$ cat src/wma_pkg.sv
// Package for the weighted moving average alert block.
// Holds widths, register index codes, alert class codes and the stage enable struct.
// No dependencies.
package wma_pkg;

   localparam int SAMPLE_W = 20;
   localparam int CSR_IDX_W = 2;

   // configuration register indexes
   typedef enum logic [CSR_IDX_W-1:0] {
      CSR_CAUTION   = 2'd0,
      CSR_ALERT     = 2'd1,
      CSR_EMERGENCY = 2'd2
   } csr_index_type;

   // alert class codes
   typedef enum logic [1:0] {
      CLASS_NONE      = 2'd0,
      CLASS_CAUTION   = 2'd1,
      CLASS_ALERT     = 2'd2,
      CLASS_EMERGENCY = 2'd3
   } alert_class_type;

   // threshold values after reset, Q16.4
   localparam logic [SAMPLE_W-1:0] CAUTION_RESET   = 20'd16000;
   localparam logic [SAMPLE_W-1:0] ALERT_RESET     = 20'd80000;
   localparam logic [SAMPLE_W-1:0] EMERGENCY_RESET = 20'd480000;

   // load enables for the three divider stages
   typedef struct packed {
      logic mul;
      logic fix;
      logic out;
   } wma_stage_en_type;

endpackage

$ cat src/wma_cell.sv
// One cell of the sample shift line: holds one window entry.
// Depends on wma_pkg for the sample width.
module wma_cell
   import wma_pkg::*;
(
   input  logic                clock,
   input  logic                reset,
   input  logic                shift,
   input  logic [SAMPLE_W-1:0] sample_prev,
   output logic [SAMPLE_W-1:0] sample_out
);

   logic [SAMPLE_W-1:0] sample_ff;
   logic [SAMPLE_W-1:0] sample_in;

   // take the neighbor's sample on a shift, else hold
   assign sample_in = shift ? sample_prev : sample_ff;

   always_ff @(posedge clock) begin
      if (reset) begin
         sample_ff <= '0;
      end else begin
         sample_ff <= sample_in;
      end
   end

   assign sample_out = sample_ff;

endmodule

$ cat src/wma_div.sv
// Constant divider: reciprocal multiply, back multiply, one correction step.
// Three registered stages; depends on wma_pkg for the stage enable struct.
module wma_div
   import wma_pkg::*;
#(
   parameter int SUM_W   = 25,
   parameter int DIVISOR = 30,
   parameter int OUT_W   = 20
)
(
   input  logic             clock,
   input  wma_stage_en_type en,
   input  logic [SUM_W-1:0] sum,
   output logic [OUT_W-1:0] quot
);

   // reciprocal rounded down; the estimate is at most one below the quotient
   localparam longint unsigned MULT_L = (64'd1 << SUM_W) / DIVISOR;
   localparam int MULT_W = $clog2(MULT_L + 1);
   localparam int PROD_W = SUM_W + MULT_W;
   localparam logic [MULT_W-1:0] MULT = MULT_W'(MULT_L);
   localparam logic [SUM_W-1:0] DIV_C = SUM_W'(DIVISOR);

   logic [SUM_W-1:0]  sum_b_ff;
   logic [PROD_W-1:0] prod_b_ff, prod_b_in;
   logic [SUM_W-1:0]  sum_c_ff;
   logic [MULT_W-1:0] quot_c_ff, quot_c_in;
   logic [SUM_W-1:0]  back_c_ff, back_c_in;
   logic [SUM_W-1:0]  rem;
   logic [MULT_W:0]   quot_fix;
   logic [OUT_W-1:0]  quot_d_ff, quot_d_in;

   // estimate the quotient
   assign prod_b_in = PROD_W'(sum) * PROD_W'(MULT);

   // multiply the estimate back
   assign quot_c_in = prod_b_ff[SUM_W +: MULT_W];
   assign back_c_in = SUM_W'(SUM_W'(quot_c_in) * DIV_C);

   // correct the estimate by one where the remainder reaches the divisor
   assign rem       = sum_c_ff - back_c_ff;
   assign quot_fix  = {1'b0, quot_c_ff} + {{MULT_W{1'b0}}, (rem >= DIV_C)};
   assign quot_d_in = OUT_W'(quot_fix);

   always_ff @(posedge clock) begin
      if (en.mul) begin
         sum_b_ff  <= sum;
         prod_b_ff <= prod_b_in;
      end
      if (en.fix) begin
         sum_c_ff  <= sum_b_ff;
         quot_c_ff <= quot_c_in;
         back_c_ff <= back_c_in;
      end
      if (en.out) begin
         quot_d_ff <= quot_d_in;
      end
   end

   assign quot = quot_d_ff;

endmodule

$ cat src/weighted_moving_average_alert.sv
// Top level: sample shift line of cells, running sums, alert class and two dividers.
// Depends on wma_pkg, wma_cell and wma_div.
//
//  channel | ports                               | direction | handshake
//  --------+-------------------------------------+-----------+--------------
//  req     | req_sample                          | in        | valid / stall
//  rsp     | rsp_window_mean, rsp_weighted_mean, | out       | valid / stall
//          | rsp_alert_class                     |           |
//  csr     | csr_index, csr_data                 | in        | valid / ready
//
// One request per cycle sustained while rsp_stall is low; a response is registered through
// the state update stage and then the three stages of the constant dividers.
// Synchronous reset clears the window, both sums, the pipeline and sets the thresholds.
// Each stage advances while the one after it is empty or moving, so a held response
// still lets requests into empty stages behind it. csr_ready is always high.
module weighted_moving_average_alert
   import wma_pkg::*;
#(
   parameter int WINDOW = 30
)
(
   input  logic                 clock,
   input  logic                 reset,
   input  logic                 req_valid,
   output logic                 req_stall,
   input  logic [SAMPLE_W-1:0]  req_sample,
   output logic                 rsp_valid,
   input  logic                 rsp_stall,
   output logic [SAMPLE_W-1:0]  rsp_window_mean,
   output logic [SAMPLE_W-1:0]  rsp_weighted_mean,
   output logic [1:0]           rsp_alert_class,
   input  logic                 csr_valid,
   output logic                 csr_ready,
   input  logic [CSR_IDX_W-1:0] csr_index,
   input  logic [SAMPLE_W-1:0]  csr_data
);

   localparam int WEIGHT_TOTAL = WINDOW * (WINDOW + 1) / 2;
   localparam int PS_W = SAMPLE_W + $clog2(WINDOW);
   localparam int WS_W = SAMPLE_W + $clog2(WEIGHT_TOTAL);
   localparam logic [PS_W-1:0] PS_MAX = PS_W'(WINDOW * ((1 << SAMPLE_W) - 1));

   logic [SAMPLE_W-1:0] tap [WINDOW+1];
   logic                accept;

   logic [SAMPLE_W-1:0] caution_ff, alert_ff, emergency_ff;
   logic [SAMPLE_W-1:0] caution_in, alert_in, emergency_in;

   logic [PS_W-1:0]     plain_sum_ff, plain_sum_in;
   logic [WS_W-1:0]     weighted_sum_ff, weighted_sum_in;
   alert_class_type     class_a_ff, class_a_in;
   alert_class_type     class_b_ff, class_c_ff, class_d_ff;

   logic                valid_a_ff, valid_b_ff, valid_c_ff, valid_d_ff;
   logic                valid_a_in, valid_b_in, valid_c_in, valid_d_in;
   logic                ready_a, ready_b, ready_c, ready_d;
   wma_stage_en_type    stage_en;

   // pipeline flow: a stage moves while the next one is empty or moving
   assign ready_d = !valid_d_ff || !rsp_stall;
   assign ready_c = !valid_c_ff || ready_d;
   assign ready_b = !valid_b_ff || ready_c;
   assign ready_a = !valid_a_ff || ready_b;
   assign accept  = req_valid && ready_a;
   assign req_stall = !ready_a;

   assign stage_en.mul = valid_a_ff && ready_b;
   assign stage_en.fix = valid_b_ff && ready_c;
   assign stage_en.out = valid_c_ff && ready_d;

   assign valid_a_in = ready_a ? req_valid  : valid_a_ff;
   assign valid_b_in = ready_b ? valid_a_ff : valid_b_ff;
   assign valid_c_in = ready_c ? valid_b_ff : valid_c_ff;
   assign valid_d_in = ready_d ? valid_c_ff : valid_d_ff;

   // sample shift line, newest in the first cell
   assign tap[0] = req_sample;

   for (genvar i = 0; i < WINDOW; i++) begin : g_cell
      wma_cell u_cell (
         .clock       (clock),
         .reset       (reset),
         .shift       (accept),
         .sample_prev (tap[i]),
         .sample_out  (tap[i+1])
      );
   end

   // running sums: every entry drops one weight, the new sample enters at full weight
   always_comb begin
      plain_sum_in    = plain_sum_ff;
      weighted_sum_in = weighted_sum_ff;
      if (accept) begin
         weighted_sum_in = weighted_sum_ff - WS_W'(plain_sum_ff)
                           + WS_W'(req_sample) * WS_W'(WINDOW);
         plain_sum_in    = plain_sum_ff - PS_W'(tap[WINDOW]) + PS_W'(req_sample);
      end
   end

   // classify the new sample, highest threshold first
   always_comb begin
      if (req_sample > emergency_ff) begin
         class_a_in = CLASS_EMERGENCY;
      end else if (req_sample > alert_ff) begin
         class_a_in = CLASS_ALERT;
      end else if (req_sample > caution_ff) begin
         class_a_in = CLASS_CAUTION;
      end else begin
         class_a_in = CLASS_NONE;
      end
   end

   // decode threshold writes
   always_comb begin
      caution_in   = caution_ff;
      alert_in     = alert_ff;
      emergency_in = emergency_ff;
      if (csr_valid) begin
         unique case (csr_index)
            CSR_CAUTION:   caution_in   = csr_data;
            CSR_ALERT:     alert_in     = csr_data;
            CSR_EMERGENCY: emergency_in = csr_data;
            default:       ;
         endcase
      end
   end

   assign csr_ready = 1'b1;

   // control and state registers
   always_ff @(posedge clock) begin
      if (reset) begin
         valid_a_ff      <= 1'b0;
         valid_b_ff      <= 1'b0;
         valid_c_ff      <= 1'b0;
         valid_d_ff      <= 1'b0;
         plain_sum_ff    <= '0;
         weighted_sum_ff <= '0;
         caution_ff      <= CAUTION_RESET;
         alert_ff        <= ALERT_RESET;
         emergency_ff    <= EMERGENCY_RESET;
      end else begin
         valid_a_ff      <= valid_a_in;
         valid_b_ff      <= valid_b_in;
         valid_c_ff      <= valid_c_in;
         valid_d_ff      <= valid_d_in;
         plain_sum_ff    <= plain_sum_in;
         weighted_sum_ff <= weighted_sum_in;
         caution_ff      <= caution_in;
         alert_ff        <= alert_in;
         emergency_ff    <= emergency_in;
      end
   end

   // carry the class alongside the divider stages
   always_ff @(posedge clock) begin
      if (accept) begin
         class_a_ff <= class_a_in;
      end
      if (stage_en.mul) begin
         class_b_ff <= class_a_ff;
      end
      if (stage_en.fix) begin
         class_c_ff <= class_b_ff;
      end
      if (stage_en.out) begin
         class_d_ff <= class_c_ff;
      end
   end

   wma_div #(
      .SUM_W   (PS_W),
      .DIVISOR (WINDOW),
      .OUT_W   (SAMPLE_W)
   ) u_plain_div (
      .clock (clock),
      .en    (stage_en),
      .sum   (plain_sum_ff),
      .quot  (rsp_window_mean)
   );

   wma_div #(
      .SUM_W   (WS_W),
      .DIVISOR (WEIGHT_TOTAL),
      .OUT_W   (SAMPLE_W)
   ) u_weighted_div (
      .clock (clock),
      .en    (stage_en),
      .sum   (weighted_sum_ff),
      .quot  (rsp_weighted_mean)
   );

   assign rsp_valid       = valid_d_ff;
   assign rsp_alert_class = class_d_ff;

   // the plain sum never exceeds a window of full-scale samples
   a_plain_sum_range: assert property (@(posedge clock) disable iff (reset)
      plain_sum_ff <= PS_MAX)
      else $error("plain sum out of range");

   // every weight is at least one, so the weighted sum covers the plain sum
   a_weighted_covers_plain: assert property (@(posedge clock) disable iff (reset)
      weighted_sum_ff >= WS_W'(plain_sum_ff))
      else $error("weighted sum below plain sum");

   // a taken request occupies the first stage next cycle
   a_accept_fills_stage: assert property (@(posedge clock) disable iff (reset)
      accept |=> valid_a_ff)
      else $error("accepted request lost");

endmodule
$ cat config.mk
export PLATFORM = sky130hd
export DESIGN_NAME = weighted_moving_average_alert
export DESIGN_NICKNAME = d
export VERILOG_FILES = /design/src/wma_pkg.sv /design/src/wma_cell.sv /design/src/wma_div.sv /design/src/weighted_moving_average_alert.sv
export SDC_FILE = /design/constraint.sdc
export NUM_CORES = 2
export LEC_CHECK = 0
export BUFFER_PORTS_ARGS = -buffer_cell sky130_fd_sc_hd__buf_2
export CORE_ASPECT_RATIO = 1.5
export CORE_MARGIN = 4
export CORE_UTILIZATION = 35
export DETAILED_ROUTE_END_ITERATION = 7
export GPL_TIMING_DRIVEN = 0
export SLEW_MARGIN = 30
export SYNTH_ARGS = -nofsm -noshare
export SYNTH_HDL_FRONTEND = slang
export SYNTH_SLANG_ARGS = --single-unit
$ cat constraint.sdc
create_clock -name clock -period 12 [get_ports clock]
set_input_delay 2.4 -clock clock [delete_from_list [all_inputs] [get_ports clock]]
set_output_delay 2.4 -clock clock [all_outputs]
set_load 0.1 [all_outputs]
* Yosys cells after proc, flatten, opt, wreduce, memory -nomap -nowiden *
Index checks and enable logic that the tools add are counted.

word-level totals
  output and inout port bits = 45
  register bits = 1,063
  logic and storage cells = 97

operators by class
  equality and inequality tests = 2
  reductions and logical operators = 19
  multiply operators = 5
  add/sub/neg operators = 8
  order comparisons = 5
  multiplexer cells = 2

operators with widths
  cell                                                                                  count
  20-bit greater-than comparator                                                        3
  29-bit by 21-bit multiplier with 50-bit output, second input constant                 1
  25-bit by 21-bit multiplier with 46-bit output, second input constant                 1
  20-bit by 1-bit adder with 20-bit output                                              2
  29-bit by 25-bit adder with 29-bit output                                             1
  29-bit by 9-bit greater-or-equal comparator with 1-bit output, second input constant  1
  21-bit by 9-bit multiplier with 29-bit output, second input constant                  1
  29-bit by 25-bit subtractor with 29-bit output                                        1
  29-bit subtractor                                                                     1
  25-bit by 20-bit adder with 25-bit output                                             1
  25-bit by 5-bit greater-or-equal comparator with 1-bit output, second input constant  1
  25-bit by 20-bit subtractor with 25-bit output                                        1
  25-bit subtractor                                                                     1
  20-bit by 4-bit multiplier with 24-bit output, second input constant                  1
  21-bit by 4-bit multiplier with 24-bit output, second input constant                  1
  1-bit zero test                                                                       6
  2-bit AND reduction                                                                   3
  1-bit logical AND                                                                     4
  1-bit logical OR                                                                      4
  2-bit by 1-bit equality test with 1-bit output, second input constant                 1
  2-bit equality test, second input constant                                            1
  2-bit zero test                                                                       1
  1-bit 2-to-1 mux                                                                      2
  2-bit OR reduction                                                                    1

* Logic depth before layout (Yosys ltp) *
  word-level depth = 6
  mapped depth = 27
  depth with buffers taken out = 27

* Cells and area by module *
Synthesis repeated with hierarchy kept, for this count alone.

second synthesis, totals
  cell total of the unflattened synthesis = 5,860
  area, all modules = 61,601.6 um^2

by module, submodules not included
  module                         instances  cells each  sequential area each (um^2)  area each (um^2)
  wma_cell                       30         64          400.4                        705.7
  wma_div at u_weighted_div      1          1,446       4,324.1                      16,649.7
  wma_div at u_plain_div         1          1,043       3,963.8                      12,034.0
  weighted_moving_average_alert  1          1,451       2,602.5                      11,747.5

* Worst setup path before layout *
Ideal clock, no wire load.

  kind = input -> register
  start = input port rsp_stall
  end = register class_b_ff[0], enable pin
  stages on the path = 2
  setup time = 0.701 ns
  path buffers = 0
  setup slack = 1.641 ns
  arrival time = 9.658 ns
  path through = and3_1 > a21boi_0

RTL lines
  item                  RTL line                              text
  start, declared       weighted_moving_average_alert.sv:28   input logic rsp_stall,
  end signal, assigned  weighted_moving_average_alert.sv:161  class_b_ff <= class_a_ff;
  end, declared         weighted_moving_average_alert.sv:52   alert_class_type class_b_ff, class_c_ff, class_d_ff;

* Worst setup path after layout *
  start = input port req_sample[3]
  end = register weighted_sum_ff[27]

on the way
  longest elaborated chain between the ends = 2

RTL lines
  item                                           RTL line                              text
  start, declared                                weighted_moving_average_alert.sv:26   input logic [SAMPLE_W-1:0] req_sample,
  20-bit by 4-bit multiplier with 24-bit output  weighted_moving_average_alert.sv:95   + WS_W'(req_sample) * WS_W'(WINDOW);
  29-bit by 25-bit adder with 29-bit output      weighted_moving_average_alert.sv:95
  end signal, assigned                           weighted_moving_average_alert.sv:148  weighted_sum_ff <= weighted_sum_in;
  end, declared                                  weighted_moving_average_alert.sv:50   logic [WS_W-1:0] weighted_sum_ff, weighted_sum_in;

Every way passes these cells.
A chain may end at the register's enable or synchronous reset.

==> flow_metrics.tcl <==
set metrics [dict create \
    status "complete, no violations" \
    synth_area_mm2 0.0599 \
    wire_per_inst_um 16.4 \
    numCtsBuffers 98 \
    synth_top_cell_by_area "dfxtp_1" \
    crit_family "compound AO/OA/AOI/OAI gates" \
    multi_input_area_mm2 0.0334 \
    cpMostUsedCell "a21oi_1" \
    final_hold_viol_count 0 \
    die_h_um 515 \
    synth.most_common_cell "nand2_1" \
    htreeDepth 3 \
    r2r_cells 23 \
    worstPathRequired_ps 12600 \
    synth-compound-area-share_pct 12.4 \
    reg2reg_from "weighted_sum_ff[12]$_SDFFE_PP0P_" \
    cts.repair.resized 0 \
    timing.fmax_ghz 0.124 \
    core-area_mm2 0.170 \
    yosys_warnings 0 \
    start_util_pct 35.3 \
    rows 185 \
    critPathBufInv 4 \
    synthDistinctLibCells 89 \
    worstPathArrival_ps 8640 \
    layout-drive-gt1-share_pct 4.89 \
    vias_per_cell 4.86 \
    synth_top_family_by_area "adder cells" \
    utilization_pct 39.6 \
    grtUsageTotal_pct 16.5 \
    cp_slowest_stage_delay_ps 520 \
    globalplace.congestion 0.896 \
    synth_seq_cells 1002 \
    min_period_ps 8040 \
    tritoncts "yes" \
    synth-xor-area-share_pct 2.62 \
    endpoint_kind "flip-flop" \
    synth_common_cells "nand2_1 (1,465), a21oi_1 (840), inv_1 (720)" \
    drc 0 \
    dp_hpwl_um 119000 \
    slew_violations 0 \
    fin_worst_skew_ps 42.5 \
    numPortBuffers 89 \
    max_slew_margin_pct 37.6 \
    worstReg2RegEnd "u_weighted_div.prod_b_ff[48]$_DFFE_PP_" \
    cts_buffer_depth 3 \
    cts_sinks 1002 \
    nFillCells 17000 \
    die_area_mm2 0.178 \
    synthAdderAreaFrac_pct 27.3 \
    synth.area.mux_share_pct 0.294 \
    rsz0062_at_grt "no" \
    area_growth_pct 12.1 \
    clock-root-buffer "clkbuf_16" \
    ys_async_sr_fraction_pct 0 \
    yosysTopAreaCellShare_pct 24.0 \
    syn_nets 7550 \
    vias 43600 \
    synth_cells 6424 \
    routed_wl_um 147000 \
    synthFlopType "dfxtp_1" \
    synth_area_leaders "dfxtp_1 (24%), ha_1 (14%), edfxtp_1 (14%)" \
    slowest_stage "fa_1" \
    grt_pass1_wl_um 236000 \
    path_class "primary input to flip-flop" \
    clkTransAtPathRegs_ps 80 \
    fin_crit_sh_pct 67.0 \
    setup_slack_ps 3960 \
    synth.avg_cell_area_um2 9.33 \
    worst_pin_slew_ps 934 \
    critPathLaunchType "primary input" \
    yosysSeqAreaShare_pct 38.2 \
    overflow 0 \
    first_global_vias 44600 \
    cp_max_fo 6 \
    yosys.area_share.simple_pct 13.1 \
    nets 7756 \
    worstSkewPairLatency_ps 730 \
    die_w_um 346 \
    hold_start "u_plain_div.sum_b_ff[23]$_DFFE_PP_" \
    hp-class "flip-flop to flip-flop" \
    grt_max_degree 26 \
    ios 92 \
    antenna_found_initial 23 \
    place_ws_ps 3340 \
    hold_depth 0 \
    r2r_setup_slack_ps 4620 \
    cts.repair_timing.setup_buffer_count 0 \
    first_pass_iters 5 \
    holdPathEnd "u_plain_div.sum_c_ff[23]$_DFFE_PP_" \
    area.sequential_mm2 0.0229 \
    cts_hold_buf 0 \
    drt_iter0_drc 1838 \
    drv_cap 0 \
    synth_edf_count 284 \
    ant_nets 0 \
    setup_tns_ps 0 \
    setup_viol 0 \
]
layout make-up:
type	count	area share [%]
Multi-Input combinational cell	4455	49.8
Antenna cell	11	0.0410
Clock buffer	133	4.14
Clock inverter	49	1.16
Tap cell	2244	4.18
Buffer	247	1.39
Timing Repair Buffer	106	1.22
Inverter	720	4.02
Sequential cell	1002	34.1
sequential cells by signal (all words and copies together), names as in the netlist, 21 cells and up:
name and cells:
g_cell.u_cell.sample_out 600, u_plain_div.back_c_ff 23, u_weighted_div.prod_b_ff 21, u_weighted_div.sum_b_ff 29
u_weighted_div.sum_c_ff 29, u_plain_div.prod_b_ff 24, u_plain_div.sum_c_ff 24, u_weighted_div.back_c_ff 29
weighted_sum_ff 29, u_plain_div.sum_b_ff 21, plain_sum_ff 25
layout by cell type (no fill, tap or decap), types with 16 or more instances in the layout:
cell,count
nor2b_1,33
bufinv_16,16
nor3_1,40
nand4_1,36
dfxtp_1,716
o21ai_0,88
clkbuf_8,20
nor2_1,163
buf_2,90
nand2_1,1465
ha_1,694
inv_1,720
a211o_1,26
o21bai_1,19
clkbuf_16,98
a211oi_1,19
xor2_1,66
and3_1,18
o21a_1,28
buf_1,26
a21o_1,97
a21oi_1,840
fa_1,385
clkbuf_1,230
nand3_1,56
xnor2_1,113
edfxtp_1,284
nand2b_1,30
cells by family (layout without fill, tap and decap cells):
kind of cell | after synthesis | in the layout
XOR/XNOR | 179 | 179
buffers and inverters | 967 | 1255
AND/OR/NAND/NOR | 1912 | 1912
flip-flops | 1002 | 1002
other | 1 | 12
AO/OA/AOI/OAI | 1267 | 1267
multiplexers | 17 | 17
adder cells (fa/ha/maj) | 1079 | 1079
worst max path at each step:
stage,startpoint,endpoint,depth (start not counted)
2_1_floorplan,rsp_stall,class_b_ff[0]$_DFFE_PP_,2
3_3_place_gp,rsp_stall,u_weighted_div.prod_b_ff[47]$_DFFE_PP_,3
3_5_place_dp,req_sample[3],weighted_sum_ff[27]$_SDFFE_PP0P_,25
4_1_cts,req_sample[3],weighted_sum_ff[25]$_SDFFE_PP0P_,26
5_1_grt,req_sample[3],weighted_sum_ff[25]$_SDFFE_PP0P_,26
6_report,req_sample[3],weighted_sum_ff[27]$_SDFFE_PP0P_,25
stage by stage:
stage / instance area (µm²) / instances / hold WS, ps
final: 67200 / 8967 / 410
after global placement: 63200 / 8757 / 401
after detailed placement: 63600 / 8774 / 405
after CTS: 67200 / 8956 / 401
after floorplan: 59900 / 6424 / 400
after global routing: 67200 / 8958 / 421
metal layers:
metal | track usage (%) | vias to the layer above | wire [µm]
li1 | - | 21800 | -
met1 | 17.3 | 20900 | 55700
met2 | 32.0 | 644 | 78600
met3 | 2.52 | 300 | 5660
met4 | 7.60 | 16 | 7200
met5 | 0 | - | 101
Power is left out: the tool's default activity adds up to more than one toggle a clock period on the data nets, which glitch-free logic cannot reach.
